<file path="src/hdl/msp_pkg.sv">
`default_nettype none
package msp_pkg;

  localparam int FIELD_BYTES_DEF = 24;
  localparam int CountW = 12;

  localparam logic [1:0] OP_BYTE   = 2'd0;
  localparam logic [1:0] OP_EOL    = 2'd1;
  localparam logic [1:0] OP_FINISH = 2'd2;

  localparam logic [1:0] KIND_ADDR = 2'd0;
  localparam logic [1:0] KIND_NAME = 2'd1;
  localparam logic [1:0] KIND_STAT = 2'd2;

  localparam logic [1:0] ST_OK      = 2'd0;
  localparam logic [1:0] ST_BAD     = 2'd1;
  localparam logic [1:0] ST_REFUSED = 2'd2;
  localparam logic [1:0] ST_NONE    = 2'd3;

  localparam logic [7:0] CH_LPAREN = 8'h28;
  localparam logic [7:0] CH_RPAREN = 8'h29;
  localparam logic [7:0] CH_LT     = 8'h3C;
  localparam logic [7:0] CH_GT     = 8'h3E;
  localparam logic [7:0] CH_COMMA  = 8'h2C;
  localparam logic [7:0] CH_SEMI   = 8'h3B;
  localparam logic [7:0] CH_BSLASH = 8'h5C;
  localparam logic [7:0] CH_DQUOTE = 8'h22;

  typedef enum logic [2:0] {
    PH_START   = 3'd0,
    PH_DELIM   = 3'd1,
    PH_DELIM_WS = 3'd2,
    PH_ENTRY   = 3'd3,
    PH_IGNORE  = 3'd4
  } phase_t;

  typedef enum logic [2:0] {
    S_IDLE  = 3'd0,
    S_STRIP = 3'd1,
    S_ADDR  = 3'd2,
    S_NAME  = 3'd3,
    S_STAT  = 3'd4
  } state_t;

  // controller to datapath
  typedef struct packed {
    logic idle;
    logic in_strip;
    logic strip_step;
    logic emit_addr;
    logic emit_name;
    logic emit_stat;
    logic entry_done;
  } cmd_t;

  // datapath to controller
  typedef struct packed {
    logic start_emit;
    logic strip_more;
    logic addr_last;
    logic name_empty;
    logic name_last;
    logic stat_pend;
    logic out_free;
  } stat_t;

  function automatic logic is_ws(input logic [7:0] c);
    return (c == 8'd32) || (c >= 8'd9 && c <= 8'd13);
  endfunction

endpackage
`default_nettype wire

</file>
<file path="src/hdl/msp_ctrl.sv">
`default_nettype none
module msp_ctrl (
  input  wire logic          clk,
  input  wire logic          rst,
  input  wire msp_pkg::stat_t st,
  output msp_pkg::cmd_t      cmd
);
  import msp_pkg::*;

  state_t state, state_next;

  always_ff @(posedge clk) begin
    if (rst) state <= S_IDLE;
    else state <= state_next;
  end

  always_comb begin
    state_next = state;
    case (state)
      S_IDLE:  if (st.start_emit) state_next = S_STRIP;
      S_STRIP: if (!st.strip_more) state_next = S_ADDR;
      S_ADDR: begin
        if (st.out_free && st.addr_last) begin
          if (!st.name_empty) state_next = S_NAME;
          else if (st.stat_pend) state_next = S_STAT;
          else state_next = S_IDLE;
        end
      end
      S_NAME: begin
        if (st.out_free && st.name_last) state_next = st.stat_pend ? S_STAT : S_IDLE;
      end
      S_STAT:  if (st.out_free) state_next = S_IDLE;
      default: state_next = S_IDLE;
    endcase
  end

  always_comb begin
    cmd = '0;
    case (state)
      S_IDLE:  cmd.idle = 1'b1;
      S_STRIP: begin
        cmd.in_strip   = 1'b1;
        cmd.strip_step = st.strip_more;
      end
      S_ADDR: begin
        cmd.emit_addr  = st.out_free;
        cmd.entry_done = st.out_free && st.addr_last && st.name_empty && !st.stat_pend;
      end
      S_NAME: begin
        cmd.emit_name  = st.out_free;
        cmd.entry_done = st.out_free && st.name_last && !st.stat_pend;
      end
      S_STAT: begin
        cmd.emit_stat  = st.out_free;
        cmd.entry_done = st.out_free;
      end
      default: cmd = '0;
    endcase
  end

endmodule
`default_nettype wire

</file>
<file path="src/hdl/msp_dp.sv">
`default_nettype none
module msp_dp #(
  parameter int FIELD_BYTES = msp_pkg::FIELD_BYTES_DEF
) (
  input  wire logic                        clk,
  input  wire logic                        rst,
  input  wire msp_pkg::cmd_t               cmd,
  output msp_pkg::stat_t                   st,
  input  wire logic                        s_valid,
  output logic                             s_ready,
  input  wire logic [7:0]                  s_byte,
  input  wire logic [1:0]                  s_op,
  input  wire logic                        m_ready,
  output logic                             m_valid,
  output logic [1:0]                       m_kind,
  output logic [7:0]                       m_char,
  output logic [1:0]                       m_status,
  output logic [msp_pkg::CountW-1:0]       m_count,
  output logic                             m_last,
  input  wire logic                        cfg_wr,
  input  wire logic [msp_pkg::CountW-1:0]  cfg_val
);
  import msp_pkg::*;

  localparam int LW = $clog2(FIELD_BYTES + 1);
  localparam int IW = $clog2(FIELD_BYTES);
  localparam logic [LW-1:0] FULL = LW'(FIELD_BYTES);

  logic [7:0] nstore [FIELD_BYTES];
  logic [7:0] astore [FIELD_BYTES];

  logic [7:0]        depth, depth_next;
  logic              quote, quote_next, esc, esc_next, br, br_next, wa, wa_next;
  logic              eo, eo_next, swap, swap_next, spend, spend_next;
  logic [LW-1:0]     nl, nl_next, al, al_next, idx;
  phase_t            phase, phase_next;
  logic [1:0]        lres, lres_next;
  logic [CountW-1:0] done, done_next, maxe;
  logic              wr_n, wr_a, go, ld_stat;
  logic [1:0]        ld_code;

  logic              fire, refuse;
  logic [7:0]        c, d1, d2, rd_name, rd_addr;
  logic              q1, special, fin_ok;
  logic [LW-1:0]     nlm1, alen, nlen;

  assign c      = s_byte;
  assign s_ready = cmd.idle && st.out_free;
  assign fire   = s_valid && s_ready;
  assign refuse = done >= maxe;
  assign nlm1   = nl - LW'(1);
  assign alen   = swap ? nl : al;
  assign nlen   = swap ? '0 : nl;
  assign rd_name = nstore[cmd.in_strip ? nlm1[IW-1:0] : idx[IW-1:0]];
  assign rd_addr = astore[idx[IW-1:0]];

  assign st.out_free   = !m_valid || m_ready;
  assign st.start_emit = go;
  assign st.strip_more = !swap && (nl != '0) && is_ws(rd_name);
  assign st.addr_last  = (idx == alen - LW'(1));
  assign st.name_empty = (nlen == '0);
  assign st.name_last  = (idx == nlen - LW'(1));
  assign st.stat_pend  = spend;

  // one byte of the parser
  assign d1 = (c == CH_LPAREN && !esc && !quote && depth != 8'd255) ? depth + 8'd1 : depth;
  assign q1 = (c == CH_DQUOTE && !esc && d1 == 8'd0) ? !quote : quote;
  assign special = (d1 == 8'd0) && !q1 && !esc;
  assign d2 = (c == CH_RPAREN && !esc && !q1 && d1 != 8'd0) ? d1 - 8'd1 : d1;
  assign fin_ok = !esc && depth == 8'd0 && !quote && !br && !(nl == '0 && al == '0);

  always_comb begin
    depth_next = depth; quote_next = quote; esc_next = esc; br_next = br; wa_next = wa;
    eo_next = eo; swap_next = swap; spend_next = spend; nl_next = nl; al_next = al;
    phase_next = phase; lres_next = lres; done_next = done;
    wr_n = 1'b0; wr_a = 1'b0; go = 1'b0; ld_stat = 1'b0; ld_code = ST_OK;
    if (fire) begin
      case (s_op)
        OP_BYTE: begin
          if (c != 8'd0) begin
            if (phase == PH_START && refuse) begin
              phase_next = PH_IGNORE;
              lres_next  = ST_REFUSED;
            end else if (phase != PH_IGNORE) begin
              if (phase != PH_ENTRY && is_ws(c)) begin
                if (phase == PH_DELIM) phase_next = PH_DELIM_WS;
              end else begin
                phase_next = PH_ENTRY;
                eo_next    = 1'b1;
                if (special && ((c == CH_LT && br) || (c == CH_GT && !br) ||
                    ((c == CH_COMMA || c == CH_SEMI) && !fin_ok))) begin
                  depth_next = '0; quote_next = 1'b0; esc_next = 1'b0; br_next = 1'b0;
                  wa_next = 1'b0; eo_next = 1'b0; nl_next = '0; al_next = '0;
                  phase_next = PH_IGNORE;
                  lres_next  = ST_BAD;
                end else if (special && c == CH_LT) begin
                  wa_next = 1'b1;
                  br_next = 1'b1;
                end else if (special && c == CH_GT) begin
                  br_next = 1'b0;
                end else if (special && (c == CH_COMMA || c == CH_SEMI)) begin
                  depth_next = '0; quote_next = 1'b0; esc_next = 1'b0; br_next = 1'b0;
                  wa_next = 1'b0; eo_next = 1'b0;
                  swap_next  = (al == '0);
                  spend_next = 1'b0;
                  if (done != '1) done_next = done + CountW'(1);
                  phase_next = PH_DELIM;
                  go = 1'b1;
                end else begin
                  depth_next = d2;
                  quote_next = q1;
                  esc_next   = (c == CH_BSLASH) && !esc && d2 == 8'd0 && !q1;
                  if (wa) begin
                    if (al < FULL) begin
                      wr_a = 1'b1;
                      al_next = al + LW'(1);
                    end
                  end else if (nl < FULL) begin
                    wr_n = 1'b1;
                    nl_next = nl + LW'(1);
                  end
                end
              end
            end
          end
        end
        OP_EOL: begin
          ld_stat = 1'b1;
          if (phase == PH_START) ld_code = refuse ? ST_REFUSED : ST_BAD;
          else if (phase == PH_DELIM_WS) ld_code = ST_BAD;
          else ld_code = lres;
          phase_next = PH_START;
          lres_next  = ST_OK;
        end
        OP_FINISH: begin
          phase_next = PH_START;
          lres_next  = ST_OK;
          if (!eo) begin
            ld_stat = 1'b1;
            ld_code = ST_NONE;
          end else begin
            depth_next = '0; quote_next = 1'b0; esc_next = 1'b0; br_next = 1'b0;
            wa_next = 1'b0; eo_next = 1'b0;
            if (fin_ok) begin
              swap_next  = (al == '0);
              spend_next = 1'b1;
              if (done != '1) done_next = done + CountW'(1);
              go = 1'b1;
            end else begin
              nl_next = '0; al_next = '0;
              ld_stat = 1'b1;
              ld_code = ST_BAD;
            end
          end
        end
        default: ;
      endcase
    end
    if (cmd.strip_step) nl_next = nlm1;
    if (cmd.entry_done) begin
      nl_next = '0;
      al_next = '0;
    end
  end

  always_ff @(posedge clk) begin
    if (wr_n) nstore[nl[IW-1:0]] <= c;
    if (wr_a) astore[al[IW-1:0]] <= c;
  end

  always_ff @(posedge clk) begin
    if (rst) begin
      depth <= '0; quote <= 1'b0; esc <= 1'b0; br <= 1'b0; wa <= 1'b0; eo <= 1'b0;
      swap <= 1'b0; spend <= 1'b0; nl <= '0; al <= '0; idx <= '0;
      phase <= PH_START; lres <= ST_OK; done <= '0; maxe <= CountW'(1000);
      m_valid <= 1'b0;
    end else begin
      depth <= depth_next; quote <= quote_next; esc <= esc_next; br <= br_next;
      wa <= wa_next; eo <= eo_next; swap <= swap_next; spend <= spend_next;
      nl <= nl_next; al <= al_next; phase <= phase_next; lres <= lres_next;
      done <= done_next;
      if (cfg_wr) maxe <= cfg_val;
      if (go) idx <= '0;
      else if (cmd.emit_addr) idx <= st.addr_last ? '0 : idx + LW'(1);
      else if (cmd.emit_name) idx <= idx + LW'(1);
      if (ld_stat || cmd.emit_addr || cmd.emit_name || cmd.emit_stat) m_valid <= 1'b1;
      else if (m_ready) m_valid <= 1'b0;
    end
  end

  // output word register
  always_ff @(posedge clk) begin
    if (ld_stat || cmd.emit_stat) begin
      m_kind   <= KIND_STAT;
      m_char   <= 8'd0;
      m_status <= cmd.emit_stat ? ST_OK : ld_code;
      m_count  <= done;
      m_last   <= 1'b1;
    end else if (cmd.emit_addr) begin
      m_kind   <= KIND_ADDR;
      m_char   <= swap ? rd_name : rd_addr;
      m_status <= ST_OK;
      m_count  <= done;
      m_last   <= st.addr_last && st.name_empty && !spend;
    end else if (cmd.emit_name) begin
      m_kind   <= KIND_NAME;
      m_char   <= rd_name;
      m_status <= ST_OK;
      m_count  <= done;
      m_last   <= st.name_last && !spend;
    end
  end

endmodule
`default_nettype wire

</file>
<file path="src/hdl/mail_address_list_splitter_unit.sv">
`default_nettype none
// Channel   Dir  Handshake                     Payload
// s_axis    in   s_axis_tvalid/s_axis_tready   tdata: byte_value; tuser: op
// m_axis    out  m_axis_tvalid/m_axis_tready   tdata: char_out,status,entry_number;
//                                              tuser: kind; tlast: last
// cfg       in   cfg_valid/cfg_ready           cfg_data: max_entries
//
// Ordinary header bytes are taken straight in. A completed entry holds the input
// while the name tail is checked, while trailing name blanks are stripped one by
// one, and while each word is emitted (address bytes, name bytes, and the closing
// status on finish), paced by the single output register. Input is taken only while
// the output register is free.
// Synchronous reset clears all parse state and sets max_entries to 1000.
module mail_address_list_splitter_unit #(
  parameter int FIELD_BYTES = msp_pkg::FIELD_BYTES_DEF
) (
  input  wire logic        clk,
  input  wire logic        rst,
  input  wire logic        s_axis_tvalid,
  output logic             s_axis_tready,
  input  wire logic [7:0]  s_axis_tdata,   // [7:0] byte_value
  input  wire logic [1:0]  s_axis_tuser,   // [1:0] op
  output logic             m_axis_tvalid,
  input  wire logic        m_axis_tready,
  output logic [23:0]      m_axis_tdata,   // [7:0] char_out, [9:8] status,
                                           // [21:10] entry_number, [23:22] zero
  output logic [1:0]       m_axis_tuser,   // [1:0] kind
  output logic             m_axis_tlast,
  input  wire logic        cfg_valid,
  output logic             cfg_ready,
  input  wire logic [11:0] cfg_data        // max_entries
);
  import msp_pkg::*;

  cmd_t              cmd;
  stat_t             st;
  logic [7:0]        m_char;
  logic [1:0]        m_status;
  logic [CountW-1:0] m_count;

  // register always writable
  assign cfg_ready = 1'b1;

  msp_ctrl u_ctrl (
    .clk (clk),
    .rst (rst),
    .st  (st),
    .cmd (cmd)
  );

  msp_dp #(.FIELD_BYTES(FIELD_BYTES)) u_dp (
    .clk      (clk),
    .rst      (rst),
    .cmd      (cmd),
    .st       (st),
    .s_valid  (s_axis_tvalid),
    .s_ready  (s_axis_tready),
    .s_byte   (s_axis_tdata),
    .s_op     (s_axis_tuser),
    .m_ready  (m_axis_tready),
    .m_valid  (m_axis_tvalid),
    .m_kind   (m_axis_tuser),
    .m_char   (m_char),
    .m_status (m_status),
    .m_count  (m_count),
    .m_last   (m_axis_tlast),
    .cfg_wr   (cfg_valid),
    .cfg_val  (cfg_data)
  );

  // pack the result word, pad to whole bytes
  assign m_axis_tdata = {2'b00, m_count, m_status, m_char};

endmodule
`default_nettype wire

</file>
<file path="config.mk">
export PLATFORM = sky130hd
export DESIGN_NAME = mail_address_list_splitter_unit
export DESIGN_NICKNAME = d
export VERILOG_FILES = /design/src/hdl/msp_pkg.sv /design/src/hdl/msp_ctrl.sv /design/src/hdl/msp_dp.sv /design/src/hdl/mail_address_list_splitter_unit.sv
export SDC_FILE = /design/constraint.sdc
export NUM_CORES = 1
export LEC_CHECK = 0
export BUFFER_PORTS_ARGS = -buffer_cell sky130_fd_sc_hd__buf_2
export CAP_MARGIN = 20
export CORE_MARGIN = 4
export CORE_UTILIZATION = 30
export CTS_CLUSTER_DIAMETER = 100
export CTS_CLUSTER_SIZE = 30
export DETAILED_ROUTE_END_ITERATION = 8
export HOLD_SLACK_MARGIN = 0.03
export PLACE_DENSITY = 0.46
export SYNTH_ARGS = -nofsm -noshare
export SYNTH_HDL_FRONTEND = slang
export SYNTH_HIERARCHICAL = 1
export SYNTH_SLANG_ARGS = --single-unit
export TNS_END_PERCENT = 20
</file>
<file path="constraint.sdc">
create_clock -name clk -period 5.4 [get_ports clk]
set_clock_uncertainty 0.1 [all_clocks]
set_input_delay 1.35 -clock clk [delete_from_list [all_inputs] [get_ports clk]]
set_output_delay 1.35 -clock clk [all_outputs]
set_load 0.005 [all_outputs]
</file>
==> out/metrics.cfg <==
[place]
gp_congestion = 0.8228
placed_cell_area_sq_um = 22630
port_buffers = 53
dp_hpwl_um = 36420

[clock_tree]
h-tree-depth = 1
tritoncts = yes
cts_sinks = 477
cts_made_buffers = 22
clk_pin_slew_ps = 110
ctsLongestPathBuffers = 3
ctsResizeCount = 0
ctsHoldBuffers = 0
clkLatencyLatePin_ps = 580
cts_root_buf = clkbuf_16
post-cts-setup-buffers = 0

[sta]
slew_headroom_pct = 35.66
fin_crit_sh_pct = 94.00
worst-slew-pin-transition_ps = 951.7
fin_tns_setup_ps = 0
max_freq_mhz = 197.0
finalHoldViolCount = 0
finalCriticalPeriod_ps = 5076
finalSetupViolCount = 0
hold_slack_ps = 376.6
rsz0062_at_grt = false
slew_viol_final = 0

[global_routing]
antenna_found_initial = 1
grt_overflow = 0
grt_pass1_wl_um = 81190
grt_max_degree = 53
track_usage_pct = 14.28
grt_pass1_vias = 12332

[die]
die_x_um = 273.3
die_y_um = 273.3
boundaryPins = 57
core_area_sq_um = 69190
dieArea_sq_um = 74670
start_util_pct = 30.51
num_rows = 96

[critical_path]
r2r-start = u_ctrl/state[0]
worst_r2r_path_depth = 18
critical_path.startpoint_type = flip-flop
crit_required_ps = 5770
end_kind = flip-flop
r2r_end = u_dp/nl[2]
worst-path-max-fanout = 35
critPathArrivalTime_ps = 5450
path_class = reg -> reg
r2r_slack_ps = 320

[cells_and_area]
fin_area_sq_um = 23460
syn_to_final_growth_pct = 11.12
final_common_cell = edfxtp_1
nNetsFinal = 1526
drive_above_1_share_pct = 19.02
n_antenna_cell = 0
final_cell_mix = edfxtp_1 (398), nor2_1 (144), mux4_2 (104)

[detailed_routing]
viasPerCell = 5.075
routedWlPerCell_um = 22.24
dr.pass1.iters = 7
vias = 12250
wirelength_um = 53700
antenna_left = 0
drc = 0
drt_iter0_drc = 1009

[pwr]
p_leak_nw = 7.483
p_int_w = 0.004972
power.switching_fraction_pct = 21.89
combPwrFrac_pct = 4.0
p_per_area_nw_per_um2 = 271.4
seq_power_share_pct = 62.9
p_clk_share_pct = 33.1
switching_power_w = 0.001393
ir_drop_mv = 0.1884

[synthesis]
seq_area_frac_synth_pct = 64.11
synth_flop_cell = edfxtp_1
ys_warn_count = 6
synthArstFlopShare_pct = 0
syn_inst = 1419
synth_edf_count = 398
ys_types = 87
synth-seq-cells = 477
syn_avg_cell_area_sq_um = 14.88
netlist_area_sq_um = 21110

[hold_path]
hold-path-endpoint = u_dp/m_kind[1]
whs_path_depth = 1
hp-start = u_dp/m_kind[1]
holdCritPathClass = reg -> reg

[outcome]
status = complete, no violations

[job]
drv_cap = 0

-- worst max-delay path: stages, from the launching register on --
cell and delay [ps]:
dfxtp_1 550, nand2b_4 90, nor2_1 290, nand2_1 160, o21ai_4 100, buf_12 290, buf_4 350, mux4_2 560
mux2_2 280, nand2_1 60, o21ai_0 180, a2111o_1 430, a21oi_1 500, buf_4 230, and2_1 320, inv_1 130
nand2_1 80, o31ai_1 60, and3_1 160
-- cell families (layout without fill, tap and decap cells) --
family                     Yosys count  count (layout)  synth area share, %
buffers and inverters              117             180                2.294
and+or+nand+nor                    402             402                9.947
xor gates and xnor gates            38              38                1.577
adders and majority gates           32              32                1.897
muxes                              167             167                14.14
other                                2               3              0.03558
DFF                                477             477                64.11
AOI/OAI and AO/OA                  184             184                5.993
-- cells in the mapped netlist, types with 20 or more instances --
cell	instances	area, sq um
edfxtp_1	398	11950
a21oi_1	40	200.2
ha_1	32	400.4
nand4_1	24	150.1
clkbuf_1	45	168.9
xnor2_1	20	175.2
nor3_1	26	130.1
nor2_1	144	540.5
o21ai_0	35	175.2
nand3_1	30	150.1
inv_1	36	135.1
dfxtp_1	79	1582
mux4_2	104	2342
mux2i_1	53	530.5
nand2_1	66	247.7
-- layout make-up --
cell class | instances | area, sq um
sequential | 477 | 13540
clock buffer | 33 | 623.1
fill | 6743 | 45730
multi-input combinational | 826 | 7139
clock inverter | 7 | 145.1
tap | 931 | 1165
inverter | 38 | 142.6
timing repair buffer | 102 | 701.9
-- metal layers --
layer  part of all wire [%]  wire [um]  vias up  GRT usage, %
li1                       -          -     5611             -
met1                     48      25820     6283         21.59
met2                     46      24430      306         22.37
met3                    4.4       2386       50         1.709
met4                    2.0       1058        0         2.668
met5                      0          0        -             0
-- sequential cells by signal (all words and copies together) (netlist names), 2 cells and up, named ones only --
| name | count |
|---|---|
| u_dp/phase | 3 |
| u_dp/idx | 5 |
| u_dp/m_status | 2 |
| u_dp/maxe | 12 |
| u_dp/astore | 192 |
| u_dp/m_count | 12 |
| u_ctrl/state | 3 |
| u_dp/m_kind | 2 |
| u_dp/nstore | 192 |
| u_dp/lres | 2 |
| u_dp/done | 12 |
| u_dp/m_char | 8 |
| u_dp/al | 5 |
| u_dp/depth | 8 |
| u_dp/nl | 5 |
-- per-stage QoR --
step           std cells  worst slack, ps  utilization [%]  power, W
2_1_floorplan       1420            798.4                -  0.004215
3_3_place_gp        2371            252.4            32.71  0.004347
3_5_place_dp        2371            101.4            32.71  0.004350
4_1_cts             2411            395.2            33.82  0.006465
5_1_grt             2414            115.0            33.90  0.006617
6_report            2414            324.2            33.90  0.006365
-- power by group through the flow --
stage	clock [W]	combinational (W)	sequential (W)
after floorplan	0	0.000129	0.00409
after global routing	0.00233	0.000282	0.00401
after global placement	0	0.000257	0.00409
final	0.00210	0.000255	0.00401
after detailed placement	0	0.000259	0.00409
after CTS	0.00220	0.000260	0.00401
-- worst max-delay path by stage --
stage,from,end,slack (ps),cells past startpoint
2_1_floorplan,s_axis_tdata[2],u_ctrl/state[1],800,15
3_3_place_gp,s_axis_tdata[5],u_dp/nstore[3][3],250,11
3_5_place_dp,s_axis_tdata[5],u_dp/nstore[3][5],100,11
4_1_cts,u_ctrl/state[0],u_dp/nl[2],400,18
5_1_grt,u_ctrl/state[0],u_dp/nl[2],110,18
6_report,u_ctrl/state[0],u_dp/nl[2],320,18
Note: power is estimated with default switching activity, not from simulation.
